<file path="config.mk">
export PLATFORM = sky130hd
export DESIGN_NAME = lru_tag_directory
export DESIGN_NICKNAME = d
export VERILOG_FILES = /design/src/hdl/lrud_pkg.sv /design/src/hdl/lrud_ctrl.sv /design/src/hdl/lrud_datapath.sv /design/src/hdl/lru_tag_directory.sv
export SDC_FILE = /design/constraint.sdc
export NUM_CORES = 1
export LEC_CHECK = 0
export BUFFER_PORTS_ARGS = -buffer_cell sky130_fd_sc_hd__buf_2
export CORE_MARGIN = 8
export CORE_UTILIZATION = 35
export CTS_CLUSTER_DIAMETER = 80
export CTS_CLUSTER_SIZE = 30
export DETAILED_ROUTE_END_ITERATION = 10
export PLACE_DENSITY = 0.5
export SLEW_MARGIN = 20
export SYNTH_ARGS = -nofsm -noshare
export SYNTH_HDL_FRONTEND = slang
export SYNTH_SLANG_ARGS = --single-unit
</file>
<file path="constraint.sdc">
create_clock -name clk_i -period 6.1 [get_ports clk_i]
set_input_delay 0 -clock clk_i [delete_from_list [all_inputs] [get_ports clk_i]]
set_output_delay 0 -clock clk_i [all_outputs]
set_load 0.01 [all_outputs]
</file>
<file path="src/hdl/lrud_pkg.sv">
`timescale 1ns / 1ps
`default_nettype none

package lrud_pkg;

  localparam int OP_W   = 2;
  localparam int KEY_W  = 32;
  localparam int TOT_W  = 32;
  localparam int CAP_W  = 5;
  localparam int ADDR_W = 3;
  localparam int DATA_W = 32;

  localparam logic [OP_W-1:0] OP_ACCESS = 2'd0;
  localparam logic [OP_W-1:0] OP_PROBE  = 2'd1;
  localparam logic [OP_W-1:0] OP_CLEAR  = 2'd2;

  localparam logic [ADDR_W-1:0] ADDR_CAPACITY = 3'd0;
  localparam logic [CAP_W-1:0]  CAP_RESET     = 5'd16;

  // Commands from the sequencer to the datapath.
  typedef struct packed {
    logic start;    // capture the word and arm the scan trackers
    logic clear;    // empty the directory and zero the totals
    logic rd_scan;  // read one entry for the lookup pass
    logic rd_upd;   // read one entry for the rank update pass
    logic decide;   // resolve hit, eviction and placement
    logic load;     // move the result into the output register
  } lrud_cmd_t;

  // Status from the datapath to the sequencer.
  typedef struct packed {
    logic in_clear;  // the offered word is a clear
    logic access;    // the held word is an access
    logic last;      // the entry index is on the last entry
  } lrud_stat_t;

endpackage

`default_nettype wire

</file>
<file path="src/hdl/lrud_ctrl.sv">
`timescale 1ns / 1ps
`default_nettype none

module lrud_ctrl import lrud_pkg::*; (
  input  wire logic       clk_i,
  input  wire logic       rst_ni,
  input  wire logic       in_valid_i,
  output logic            in_stall_o,
  output logic            out_valid_o,
  input  wire logic       out_stall_i,
  input  wire lrud_stat_t stat_i,
  output lrud_cmd_t       cmd_o
);

  typedef enum logic [6:0] {
    ST_IDLE   = 7'b0000001,
    ST_SCAN   = 7'b0000010,
    ST_SDRAIN = 7'b0000100,
    ST_DECIDE = 7'b0001000,
    ST_UPDATE = 7'b0010000,
    ST_UDRAIN = 7'b0100000,
    ST_DONE   = 7'b1000000
  } state_e;

  state_e state_q, state_d;
  logic   out_valid_q, out_valid_d;
  logic   out_free;

  assign in_stall_o  = (state_q != ST_IDLE);
  assign out_valid_o = out_valid_q;
  assign out_free    = !out_valid_q || !out_stall_i;

  always_comb begin
    state_d = state_q;
    cmd_o   = '0;
    case (state_q)
      ST_IDLE: begin
        if (in_valid_i) begin
          cmd_o.start = 1'b1;
          if (stat_i.in_clear) begin
            cmd_o.clear = 1'b1;
            state_d     = ST_DONE;
          end else begin
            state_d = ST_SCAN;
          end
        end
      end
      ST_SCAN: begin
        cmd_o.rd_scan = 1'b1;
        if (stat_i.last) begin
          state_d = ST_SDRAIN;
        end
      end
      ST_SDRAIN: begin
        state_d = ST_DECIDE;
      end
      ST_DECIDE: begin
        cmd_o.decide = 1'b1;
        state_d      = stat_i.access ? ST_UPDATE : ST_DONE;
      end
      ST_UPDATE: begin
        cmd_o.rd_upd = 1'b1;
        if (stat_i.last) begin
          state_d = ST_UDRAIN;
        end
      end
      ST_UDRAIN: begin
        state_d = ST_DONE;
      end
      ST_DONE: begin
        if (out_free) begin
          cmd_o.load = 1'b1;
          state_d    = ST_IDLE;
        end
      end
      default: begin
        state_d = ST_IDLE;
      end
    endcase
  end

  always_comb begin
    out_valid_d = out_valid_q;
    if (cmd_o.load) begin
      out_valid_d = 1'b1;
    end else if (out_valid_q && !out_stall_i) begin
      out_valid_d = 1'b0;
    end
  end

  always_ff @(posedge clk_i or negedge rst_ni) begin
    if (!rst_ni) begin
      state_q     <= ST_IDLE;
      out_valid_q <= 1'b0;
    end else begin
      state_q     <= state_d;
      out_valid_q <= out_valid_d;
    end
  end

endmodule

`default_nettype wire

</file>
<file path="src/hdl/lrud_datapath.sv">
`timescale 1ns / 1ps
`default_nettype none

module lrud_datapath import lrud_pkg::*; #(
  parameter int ENTRIES = 16,
  parameter int STORE_W = 32,
  localparam int SLOT_W = $clog2(ENTRIES)
) (
  input  wire logic              clk_i,
  input  wire logic              rst_ni,
  input  wire lrud_cmd_t         cmd_i,
  output lrud_stat_t             stat_o,
  input  wire logic [OP_W-1:0]   in_op_i,
  input  wire logic [KEY_W-1:0]  in_key_i,
  input  wire logic [CAP_W-1:0]  cap_i,
  output logic                   out_hit_o,
  output logic [SLOT_W-1:0]      out_slot_o,
  output logic                   out_evicted_valid_o,
  output logic [KEY_W-1:0]       out_evicted_key_o,
  output logic [TOT_W-1:0]       out_hit_total_o,
  output logic [TOT_W-1:0]       out_miss_total_o
);

  localparam int FILL_W = $clog2(ENTRIES + 1);
  localparam int CMP_W  = (FILL_W > CAP_W) ? FILL_W : CAP_W;

  // Entry stores.
  logic [STORE_W-1:0] key_mem  [ENTRIES];
  logic [SLOT_W-1:0]  rank_mem [ENTRIES];
  logic [ENTRIES-1:0] valid_q;
  logic [FILL_W-1:0]  fill_q;

  // Held word.
  logic [OP_W-1:0]    op_q;
  logic [STORE_W-1:0] key_q;

  // Entry walk and read pipeline.
  logic [SLOT_W-1:0]  idx_q;
  logic               rd_en;
  logic [STORE_W-1:0] rd_key_q;
  logic [SLOT_W-1:0]  rd_rank_q;
  logic [SLOT_W-1:0]  pidx_q;
  logic               pscan_q;
  logic               pupd_q;
  logic               entry_v;

  // Lookup trackers.
  logic               found_q;
  logic [SLOT_W-1:0]  found_idx_q;
  logic [SLOT_W-1:0]  found_rank_q;
  logic               old_any_q;
  logic [SLOT_W-1:0]  old_idx_q;
  logic [SLOT_W-1:0]  old_rank_q;
  logic [STORE_W-1:0] old_key_q;
  logic               free_any_q;
  logic [SLOT_W-1:0]  free_idx_q;

  // Decision and result.
  logic               need_evict;
  logic               evict;
  logic [SLOT_W-1:0]  place;
  logic               miss_ins;
  logic [ENTRIES-1:0] evict_mask;
  logic [ENTRIES-1:0] place_mask;
  logic [SLOT_W-1:0]  target_q;
  logic               upd_hit_q;
  logic [SLOT_W-1:0]  rank_new;
  logic [TOT_W-1:0]   hit_cnt_q;
  logic [TOT_W-1:0]   miss_cnt_q;
  logic               res_hit_q;
  logic [SLOT_W-1:0]  res_slot_q;
  logic               res_ev_q;
  logic [STORE_W-1:0] res_evkey_q;

  assign rd_en   = cmd_i.rd_scan || cmd_i.rd_upd;
  assign entry_v = valid_q[pidx_q];

  assign stat_o.in_clear = (in_op_i == OP_CLEAR);
  assign stat_o.access   = (op_q == OP_ACCESS);
  assign stat_o.last     = (idx_q == SLOT_W'(ENTRIES - 1));

  // A capacity of zero behaves as one; one above the entry count behaves as a full store.
  assign need_evict = (fill_q == FILL_W'(ENTRIES)) ||
                      ((cap_i == '0) && (fill_q != '0)) ||
                      ((cap_i != '0) && (CMP_W'(fill_q) >= CMP_W'(cap_i)));
  assign evict      = !found_q && old_any_q && need_evict;
  assign place      = (evict && (!free_any_q || (old_idx_q < free_idx_q))) ?
                      old_idx_q : free_idx_q;
  assign miss_ins   = cmd_i.decide && (op_q == OP_ACCESS) && !found_q;

  always_comb begin
    evict_mask = '0;
    place_mask = '0;
    if (evict) begin
      evict_mask[old_idx_q] = 1'b1;
    end
    place_mask[place] = 1'b1;
  end

  always_comb begin
    rank_new = rd_rank_q;
    if (pidx_q == target_q) begin
      rank_new = '0;
    end else if (entry_v && (!upd_hit_q || (rd_rank_q < found_rank_q))) begin
      rank_new = rd_rank_q + 1'b1;
    end
  end

  always_ff @(posedge clk_i) begin
    if (rd_en) begin
      rd_key_q  <= key_mem[idx_q];
      rd_rank_q <= rank_mem[idx_q];
    end
    if (miss_ins) begin
      key_mem[place] <= key_q;
    end
    if (pupd_q) begin
      rank_mem[pidx_q] <= rank_new;
    end
  end

  always_ff @(posedge clk_i or negedge rst_ni) begin
    if (!rst_ni) begin
      idx_q   <= '0;
      pscan_q <= 1'b0;
      pupd_q  <= 1'b0;
    end else begin
      pscan_q <= cmd_i.rd_scan;
      pupd_q  <= cmd_i.rd_upd;
      if (rd_en) begin
        idx_q <= stat_o.last ? '0 : idx_q + 1'b1;
      end
    end
  end

  always_ff @(posedge clk_i) begin
    pidx_q <= idx_q;
    if (cmd_i.start) begin
      op_q       <= in_op_i;
      key_q      <= in_key_i[STORE_W-1:0];
      found_q    <= 1'b0;
      old_any_q  <= 1'b0;
      free_any_q <= 1'b0;
    end else if (pscan_q) begin
      if (entry_v && (rd_key_q == key_q) && !found_q) begin
        found_q      <= 1'b1;
        found_idx_q  <= pidx_q;
        found_rank_q <= rd_rank_q;
      end
      if (entry_v && (!old_any_q || (rd_rank_q > old_rank_q))) begin
        old_any_q  <= 1'b1;
        old_idx_q  <= pidx_q;
        old_rank_q <= rd_rank_q;
        old_key_q  <= rd_key_q;
      end
      if (!entry_v && !free_any_q) begin
        free_any_q <= 1'b1;
        free_idx_q <= pidx_q;
      end
    end
  end

  // Directory occupancy and totals.
  always_ff @(posedge clk_i or negedge rst_ni) begin
    if (!rst_ni) begin
      valid_q    <= '0;
      fill_q     <= '0;
      hit_cnt_q  <= '0;
      miss_cnt_q <= '0;
    end else if (cmd_i.clear) begin
      valid_q    <= '0;
      fill_q     <= '0;
      hit_cnt_q  <= '0;
      miss_cnt_q <= '0;
    end else if (cmd_i.decide && (op_q == OP_ACCESS)) begin
      if (found_q) begin
        if (hit_cnt_q != '1) begin
          hit_cnt_q <= hit_cnt_q + 1'b1;
        end
      end else begin
        if (miss_cnt_q != '1) begin
          miss_cnt_q <= miss_cnt_q + 1'b1;
        end
        // The new key may land in the slot just vacated, so the placement bit wins.
        valid_q <= (valid_q & ~evict_mask) | place_mask;
        if (!evict) begin
          fill_q <= fill_q + 1'b1;
        end
      end
    end
  end

  always_ff @(posedge clk_i) begin
    if (cmd_i.clear) begin
      res_hit_q   <= 1'b0;
      res_slot_q  <= '0;
      res_ev_q    <= 1'b0;
      res_evkey_q <= '0;
    end else if (cmd_i.decide) begin
      res_hit_q <= found_q;
      upd_hit_q <= found_q;
      if (op_q == OP_ACCESS) begin
        res_slot_q  <= found_q ? found_idx_q : place;
        target_q    <= found_q ? found_idx_q : place;
        res_ev_q    <= evict;
        res_evkey_q <= evict ? old_key_q : '0;
      end else begin
        res_slot_q  <= found_q ? found_idx_q : '0;
        res_ev_q    <= 1'b0;
        res_evkey_q <= '0;
      end
    end
  end

  always_ff @(posedge clk_i) begin
    if (cmd_i.load) begin
      out_hit_o           <= res_hit_q;
      out_slot_o          <= res_slot_q;
      out_evicted_valid_o <= res_ev_q;
      out_evicted_key_o   <= KEY_W'(res_evkey_q);
      out_hit_total_o     <= hit_cnt_q;
      out_miss_total_o    <= miss_cnt_q;
    end
  end

endmodule

`default_nettype wire

</file>
<file path="src/hdl/lru_tag_directory.sv">
// Fully associative tag directory with least-recently-used replacement.
// Input channel (in_valid_i / in_stall_o) carries one word: an op and a key.
// Access looks the key up, counts a hit or a miss, and on a miss places the
// key, evicting the least recent entry first once the fill reaches the
// capacity register. Probe only reports presence. Clear empties the store
// and zeroes both saturating totals.
// Output channel (out_valid_o / out_stall_i) returns one word per input word.
// An access makes one pass over the key and rank memories for the lookup,
// then one read-modify-write pass over the rank memory; a probe makes only
// the lookup pass and a clear makes neither. The result word is loaded into
// the output register once that register is free. A new input word is
// accepted only after the previous one has been loaded.
// The output register holds a finished word while the receiver stalls; the
// next input word is accepted and worked on meanwhile and waits at the end
// for that register to free up.
// Reset empties the directory, zeroes the totals and sets the capacity to 16.
// The capacity register sits at byte address 0 of the APB port.
`timescale 1ns / 1ps
`default_nettype none

module lru_tag_directory import lrud_pkg::*; #(
  parameter int ENTRIES  = 16,
  parameter int KEY_BITS = 32,
  localparam int SLOT_W  = $clog2(ENTRIES)
) (
  input  wire logic              clk_i,
  input  wire logic              rst_ni,
  input  wire logic              psel,
  input  wire logic              penable,
  input  wire logic              pwrite,
  input  wire logic [ADDR_W-1:0] paddr,
  input  wire logic [DATA_W-1:0] pwdata,
  output logic [DATA_W-1:0]      prdata,
  output logic                   pready,
  input  wire logic              in_valid_i,
  output logic                   in_stall_o,
  input  wire logic [OP_W-1:0]   in_op_i,
  input  wire logic [KEY_W-1:0]  in_key_i,
  output logic                   out_valid_o,
  input  wire logic              out_stall_i,
  output logic                   out_hit_o,
  output logic [SLOT_W-1:0]      out_slot_o,
  output logic                   out_evicted_valid_o,
  output logic [KEY_W-1:0]       out_evicted_key_o,
  output logic [TOT_W-1:0]       out_hit_total_o,
  output logic [TOT_W-1:0]       out_miss_total_o
);

  // Keys are matched on their low KEY_BITS bits.
  localparam int STORE_W = (KEY_BITS < KEY_W) ? KEY_BITS : KEY_W;

  logic [CAP_W-1:0] cap_q;
  logic             cfg_we;
  lrud_cmd_t        cmd;
  lrud_stat_t       stat;

  assign pready = 1'b1;
  assign cfg_we = psel && penable && pwrite && pready && (paddr == ADDR_CAPACITY);
  assign prdata = (paddr == ADDR_CAPACITY) ? DATA_W'(cap_q) : '0;

  always_ff @(posedge clk_i or negedge rst_ni) begin
    if (!rst_ni) begin
      cap_q <= CAP_RESET;
    end else if (cfg_we) begin
      cap_q <= pwdata[CAP_W-1:0];
    end
  end

  lrud_ctrl u_ctrl (
    .clk_i       (clk_i),
    .rst_ni      (rst_ni),
    .in_valid_i  (in_valid_i),
    .in_stall_o  (in_stall_o),
    .out_valid_o (out_valid_o),
    .out_stall_i (out_stall_i),
    .stat_i      (stat),
    .cmd_o       (cmd)
  );

  lrud_datapath #(
    .ENTRIES (ENTRIES),
    .STORE_W (STORE_W)
  ) u_datapath (
    .clk_i               (clk_i),
    .rst_ni              (rst_ni),
    .cmd_i               (cmd),
    .stat_o              (stat),
    .in_op_i             (in_op_i),
    .in_key_i            (in_key_i),
    .cap_i               (cap_q),
    .out_hit_o           (out_hit_o),
    .out_slot_o          (out_slot_o),
    .out_evicted_valid_o (out_evicted_valid_o),
    .out_evicted_key_o   (out_evicted_key_o),
    .out_hit_total_o     (out_hit_total_o),
    .out_miss_total_o    (out_miss_total_o)
  );

endmodule

`default_nettype wire

</file>
==> impl_metrics.tcl, run 1 <==
set metrics [dict create \
    setup_slack_ps 1980 \
    fin_util 0.400 \
    crit_required_ps 6420 \
    cts.clk_slew.worst_paths_ps 110 \
    finalCritPeriodShare 0.675 \
    grt_max_degree 85 \
    yosys-top-cells-count "805 x edfxtp_1, 185 x mux4_2, 139 x nor2_1, 102 x dfrtp_1" \
    final.setup.tns_ps 0 \
    slowest_delay_ps 650 \
    startpoint_type "flip-flop" \
    netlist_area_um2 37100 \
    die_w_um 342 \
    slew_violations 0 \
    numCtsBuffers 46 \
    areaGrowthSynthToFinish_pct 13.6 \
    num-fill-cells 9425 \
    place_area_um2 39800 \
    status "complete, no violations" \
    overflow 0 \
    p_total_mw 16.0 \
    synth_most_common_cell "edfxtp_1" \
    diodes 0 \
    cts.sinks 954 \
    synth.avg_cell_area_um2 18.4 \
    clk-insertion-delay-late_ps 660 \
    hp-class "in2reg" \
    power_density_nw_per_um2 380 \
    crit_type "reg2reg" \
    cts_htree_levels 2 \
    ant_nets 0 \
    die_area_um2 117000 \
    drtPass1Iterations 7 \
    antenna_found_initial 2 \
    max-slew-margin-rel 0.275 \
    rsz0062_at_grt "false" \
    worst_pin_slew_ps 1090 \
    peakVddDrop_mv 0.223 \
    synth_area_leaders "edfxtp_1 65%, mux4_2 11%, dfrtp_1 6.9%" \
    clock_path_buffers 3 \
    wire_per_inst_um 23.5 \
    leakage_nw 13.9 \
    syn_inst 2013 \
    grt_pass1_vias 19900 \
    core_area_um2 105000 \
    num-nets-final 2338 \
    async_reset_ff_frac 0.109 \
    dp_slack_ps 1940 \
    synth-seq-area-share 0.746 \
    drive_gt1_frac 0.231 \
    num_rows 119 \
    cap_violations 0 \
    synth_top_area_frac 0.651 \
    fmax_mhz 243 \
    synth_flop_cell "edfxtp_1" \
    dr_total_vias 19000 \
    cp_slowest_cell "a311oi_1" \
    pin_count 213 \
    clockRootBuffer "clkbuf_16" \
    worst_ep_arrival_time_ps 4440 \
    synth_cell_types 70 \
    initial_core_util 0.353 \
    finalSetupViolCount 0 \
    port_buffers 157 \
    vias_per_cell 5.17 \
    fin_crit_ps 4120 \
    crit_chain "inv_1 -> ha_1 -> a221o_1 -> a311oi_1 -> or3_1 -> buf_4 -> nand4_1 -> o21ai_4 -> buf_4" \
    first_iter_violations 1600 \
    final-hold-violation-count 0 \
    place_congestion 0.825 \
    post_cts_resized 0 \
    skew_ps 39.5 \
    cp_max_fo 17 \
    synth-seq-cells 954 \
    cts_tree "built" \
    routed_wl_um 86300 \
    final_area_um2 42200 \
    end_kind "flip-flop" \
    ys_warn_count 0 \
    yosys.area.top_type "edfxtp_1" \
    crit_top_cell "buf_4" \
    synth_edf_count 805 \
    grt_pass1_wl_um 129000 \
    drt_drc_violations_left 0 \
    dp_hpwl_um 51800 \
    die_y_um 342 \
    grt_usage 0.145 \
]
area by class of cell:
type,instances,area (um^2),area share
timing repair buffer,267,1850,0.0440
clock inverter,26,364,0.00864
sequential,954,27700,0.657
inverter,35,131,0.00312
multi-input combinational,937,9100,0.216
tap,1391,1740,0.0413
clock buffer,59,1270,0.0302
flip-flops by register name (all words and copies together), names as in the netlist, 32 cells and up:
register                      count
u_datapath.key_mem              512
u_datapath.rank_mem              64
u_datapath.hit_cnt_q             32
u_datapath.key_q                 32
u_datapath.miss_cnt_q            32
u_datapath.old_key_q             32
u_datapath.out_evicted_key_o     32
u_datapath.out_hit_total_o       32
u_datapath.out_miss_total_o      32
u_datapath.rd_key_q              32
u_datapath.res_evkey_q           32
worst paths after layout:
kind / from / endpoint / slack [ps] / depth (start not counted)
min in group asynchronous: rst_ni / cap_q[4] / 430 / 3
worst min-delay path: in_key_i[15] / u_datapath.key_q[15] / 50 / 2
worst min register to register: u_datapath.res_evkey_q[29] / u_datapath.out_evicted_key_o[29] / 430 / 0
worst max-delay path: cap_q[4] / u_datapath.key_mem[10][29] / 1980 / 9
max in group asynchronous: rst_ni / u_datapath.idx_q[1] / 4620 / 4
worst max register to register: cap_q[4] / u_datapath.key_mem[10][29] / 1980 / 9
timing repair:
action                                  CTS  global route
setup buffers                             0             0
endpoints found under the setup margin    0             0
hold buffers                             61             0
hold endpoints to repair                111             0
cells by family (layout without fill, tap and decap cells):
family / after synthesis / in the layout / synth area share
AO/OA/AOI/OAI: 162 / 162 / 0.0301
XOR/XNOR: 89 / 89 / 0.0210
adder cells (fa/ha/maj): 21 / 21 / 0.00708
buffers and inverters: 148 / 387 / 0.0183
flip-flops: 954 / 954 / 0.746
multiplexers: 202 / 202 / 0.117
other: 2 / 28 / 0.000202
AND/OR/NAND/NOR: 435 / 435 / 0.0607
per-layer routing:
metal	global-route usage	part of all wire	up-vias
li1	-	-	8380
met1	0.200	0.44	10000
met2	0.242	0.49	500
met3	0.0231	0.053	84
met4	0.0346	0.018	0
met5	0	0	-
where the power goes:
| group | internal [mW] | switching [mW] |
|---|---|---|
| Sequential | 8.02 | 0.763 |
| Combinational | 1.68 | 1.70 |
| Clock | 1.64 | 2.22 |
through the flow:
step	std cells	hold WS, ps
after floorplan	2039	-296
after global placement	3521	-28.3
after detailed placement	3521	-22.3
after CTS	3667	0.875
after global routing	3669	15.8
final	3669	51.6
layout by cell type, fill, tap and decap left out, types with 6 or more instances in the layout:
master / Yosys / layout
nand2b_1: 9 / 9
nand2_1: 64 / 61
o211ai_1: 15 / 15
clkinv_8: 0 / 6
ha_1: 21 / 21
clkbuf_1: 54 / 9
and3_1: 13 / 13
nor3_1: 24 / 22
dfrtp_1: 102 / 98
buf_2: 12 / 156
mux4_2: 185 / 185
nor2_1: 139 / 138
edfxtp_1: 805 / 805
and4_1: 13 / 12
mux2i_1: 13 / 7
nand4_1: 54 / 54
xor2_1: 64 / 64
a21oi_1: 26 / 24
nor2b_1: 13 / 13
clkbuf_16: 0 / 49
or3_1: 10 / 10
buf_4: 29 / 44
a31o_2: 6 / 6
dfxtp_1: 45 / 45
mux2i_4: 0 / 6
and2_1: 11 / 11
inv_6: 0 / 7
xnor2_1: 25 / 25
conb_1: 2 / 28
o21ai_0: 29 / 24
dlygate4sd3_1: 0 / 60
o22ai_1: 9 / 8
nor4_1: 10 / 8
inv_1: 35 / 34
a22oi_1: 32 / 32
nand3_1: 45 / 45
critical path: cells and delay by family, from the launching register on:
family                     cells  cell delay (ps)
and+or+nand+nor                2              520
DFF                            1              590
adders and majority gates      1              330
AOI/OAI and AO/OA              3             1430
buffers and inverters          3              890
Note: power is estimated with default switching activity, not from simulation.
==> run 2: changes to the inputs <==
Settings changed: ABC_AREA set to 1, PLACE_DENSITY 0.5 to 0.49.
Clock period 6.1 ns to 4.02 ns, I/O delays scaled along.
==> impl_metrics.tcl, run 2 <==
set metrics [dict create \
    status "complete, no violations" \
    leakage_nw 15.5 \
    synth_cell_types 52 \
    overflow 0 \
    die_y_um 349 \
    synth-adder-area-share 0.00678 \
    dp_cells 4607 \
    place_area_um2 41600 \
    synth-seq-area-share 0.714 \
    cts_tree "built" \
    synth_compound_area_frac 0.0866 \
    ys_warn_count 0 \
    final.setup.tns_ps 0 \
    crit_top_cell "nand2_1" \
    drive_gt1_frac 0.126 \
    finalCritPeriodShare 0.898 \
    num_rows 122 \
    worst_ep_arrival_time_ps 3920 \
    cts.clk_slew.worst_paths_ps 100 \
    finalSetupViolCount 0 \
    hold_ws_ps 52.9 \
    areaGrowthSynthToFinish_pct 13.6 \
    synth-seq-cells 954 \
    fin_util 0.399 \
    diodes 0 \
    cap_violations 0 \
    post-cts-setup-buffer-count 0 \
    core_area_um2 110000 \
    ant_nets 0 \
    setup_slack_ps 412 \
    grt_pass1_wl_um 156000 \
    place_congestion 0.867 \
    numCtsBuffers 47 \
    dp_slack_ps 442 \
    antenna_found_initial 1 \
    yosys-top-cells-count "805 x edfxtp_1, 434 x nand2_1, 341 x nor2_1, 220 x o21ai_0, 128 x inv_1" \
    initial_core_util 0.352 \
    fin_crit_ps 3610 \
    synth.area.mux_share 0.0287 \
    crit_chain "inv_1 -> ha_1 -> nand2_1 -> nor2_1 -> nand2_1 -> nand3_1 -> nand2_1 -> nand2_1 -> nand3_2 -> nand2_1 -> nand2_1 -> nor2_1 -> nand2_1 -> nor2_4 -> buf_4" \
    port_buffers 157 \
    synth_most_common_cell "edfxtp_1" \
    crit_buf_inv 2 \
    vias_per_cell 5.17 \
    synth_top_area_frac 0.624 \
    mostFrequentLayoutCells "805 x edfxtp_1, 434 x nand2_1, 328 x nor2_1" \
    routed_wl_um 105000 \
    dr_total_vias 24600 \
    num-nets-final 3325 \
    synth_flop_cell "edfxtp_1" \
    worst_pin_slew_ps 872 \
    cts_htree_levels 2 \
    grt_max_degree 130 \
    largest_reg_flops 512 \
    synth_edf_count 805 \
    netlist_area_um2 38700 \
    cts.sinks 954 \
    dp_hpwl_um 69100 \
    power_density_nw_per_um2 601 \
    grt_usage 0.167 \
    cp_top_family "simple AND/OR/NAND/NOR gates" \
    end_kind "flip-flop" \
    cp_max_fo 16 \
    slowest_delay_ps 540 \
    drtPass1Iterations 6 \
    synth_simple_gate_area_frac 0.117 \
    layout_commonest_cell "edfxtp_1" \
    final-hold-violation-count 0 \
    yosys.area.top_type "edfxtp_1" \
    crit_required_ps 4340 \
    startpoint_type "flip-flop" \
    async_reset_ff_frac 0.109 \
    skew_ps 43.8 \
    clk-insertion-delay-late_ps 680 \
    hp-class "in2reg" \
    rsz0062_at_grt "false" \
    synth_area_leaders "edfxtp_1 62%, dfrtp_1 6.6%, nand2_1 4.2%" \
    fmax_mhz 277 \
    final_area_um2 44000 \
    layout.cells.non_filler 4753 \
    crit_type "reg2reg" \
    drt_drc_violations_left 0 \
    max-slew-margin-rel 0.418 \
    syn_inst 3024 \
    slew_violations 0 \
    p_total_mw 26.4 \
    synth.avg_cell_area_um2 12.8 \
    largestRegisters "u_datapath.key_mem x512, u_datapath.rank_mem x64" \
    die_w_um 349 \
    synth_top_family_by_area "simple AND/OR/NAND/NOR gates" \
    wire_per_inst_um 22.0 \
    cp_slowest_cell "dfstp_2" \
    clock_path_buffers 3 \
    top_register "u_datapath.key_mem" \
    clockRootBuffer "clkbuf_16" \
    synth_xor_area_frac 0.0104 \
    grt_pass1_vias 24200 \
    peakVddDrop_mv 0.487 \
    first_iter_violations 2173 \
    die_area_um2 122000 \
    pin_count 213 \
]
## run 2: cell types whose count changed after synthesis, moves of 34 or more
cell / previous run / this run
clkbuf_1: 54 / 95
inv_1: 35 / 128
mux2i_1: 13 / 111
mux4_2: 185 / 0
nand2_1: 64 / 434
nand3_1: 45 / 103
nor2_1: 139 / 341
o21ai_0: 29 / 220
o221ai_1: 2 / 113
xor2_1: 64 / 30
## run 2: cell type report
cell class                 instances  area [um^2]
fill                           10300        66200
tap                             1488         1860
timing repair buffer             309         2260
clock buffer                      54         1240
multi-input combinational       1775         9900
clock inverter                    32          503
inverter                         141          537
sequential                       954        27700
## run 2: where the power goes
group	internal, mW	switching [mW]	total [mW]	leakage [nW]
clock	2.72	3.46	6.19	0.845
sequential	12.1	0.809	12.9	9.04
combinational	2.19	5.14	7.33	5.60
total	17.0	9.41	26.4	15.5
## run 2: cell families (layout without fill, tap and decap cells)
logic type / count (synthesis) / count (layout)
AND/OR/NAND/NOR: 1052 / 1052
flip-flops: 954 / 954
AO/OA/AOI/OAI: 517 / 517
buffers and inverters: 321 / 536
multiplexers: 111 / 111
XOR/XNOR: 46 / 46
adder cells (fa/ha/maj): 21 / 21
other: 2 / 28
## run 2: path summary, 6_finish.rpt
kind | startpoint | endpoint | slack, ps | depth (start not counted)
worst min-delay path | in_key_i[21] | u_datapath.key_q[21] | 50 | 2
worst min register to register | u_datapath.res_evkey_q[23] | u_datapath.out_evicted_key_o[23] | 440 | 0
max in group asynchronous | rst_ni | cap_q[4] | 3070 | 4
worst max register to register | cap_q[4] | u_datapath.key_mem[5][23] | 410 | 15
min in group asynchronous | rst_ni | u_ctrl.state_q[0] | 450 | 3
worst max-delay path | cap_q[4] | u_datapath.key_mem[5][23] | 410 | 15
## run 2: timing repair
item | 4_1_cts | 5_1_grt
setup endpoints to repair | 0 | 0
gates resized for setup | 0 | 0
hold buffers | 60 | 0
endpoints found under the hold margin | 240 | 0
## run 2: routing by layer
metal  vias to the layer above  GRT usage  routed length [um]
met4                         0     0.0483                2710
met5                         -          0                   0
met1                     12300      0.231               47000
li1                      11400          -                   -
met2                       708      0.274               49000
met3                       130     0.0229                5980
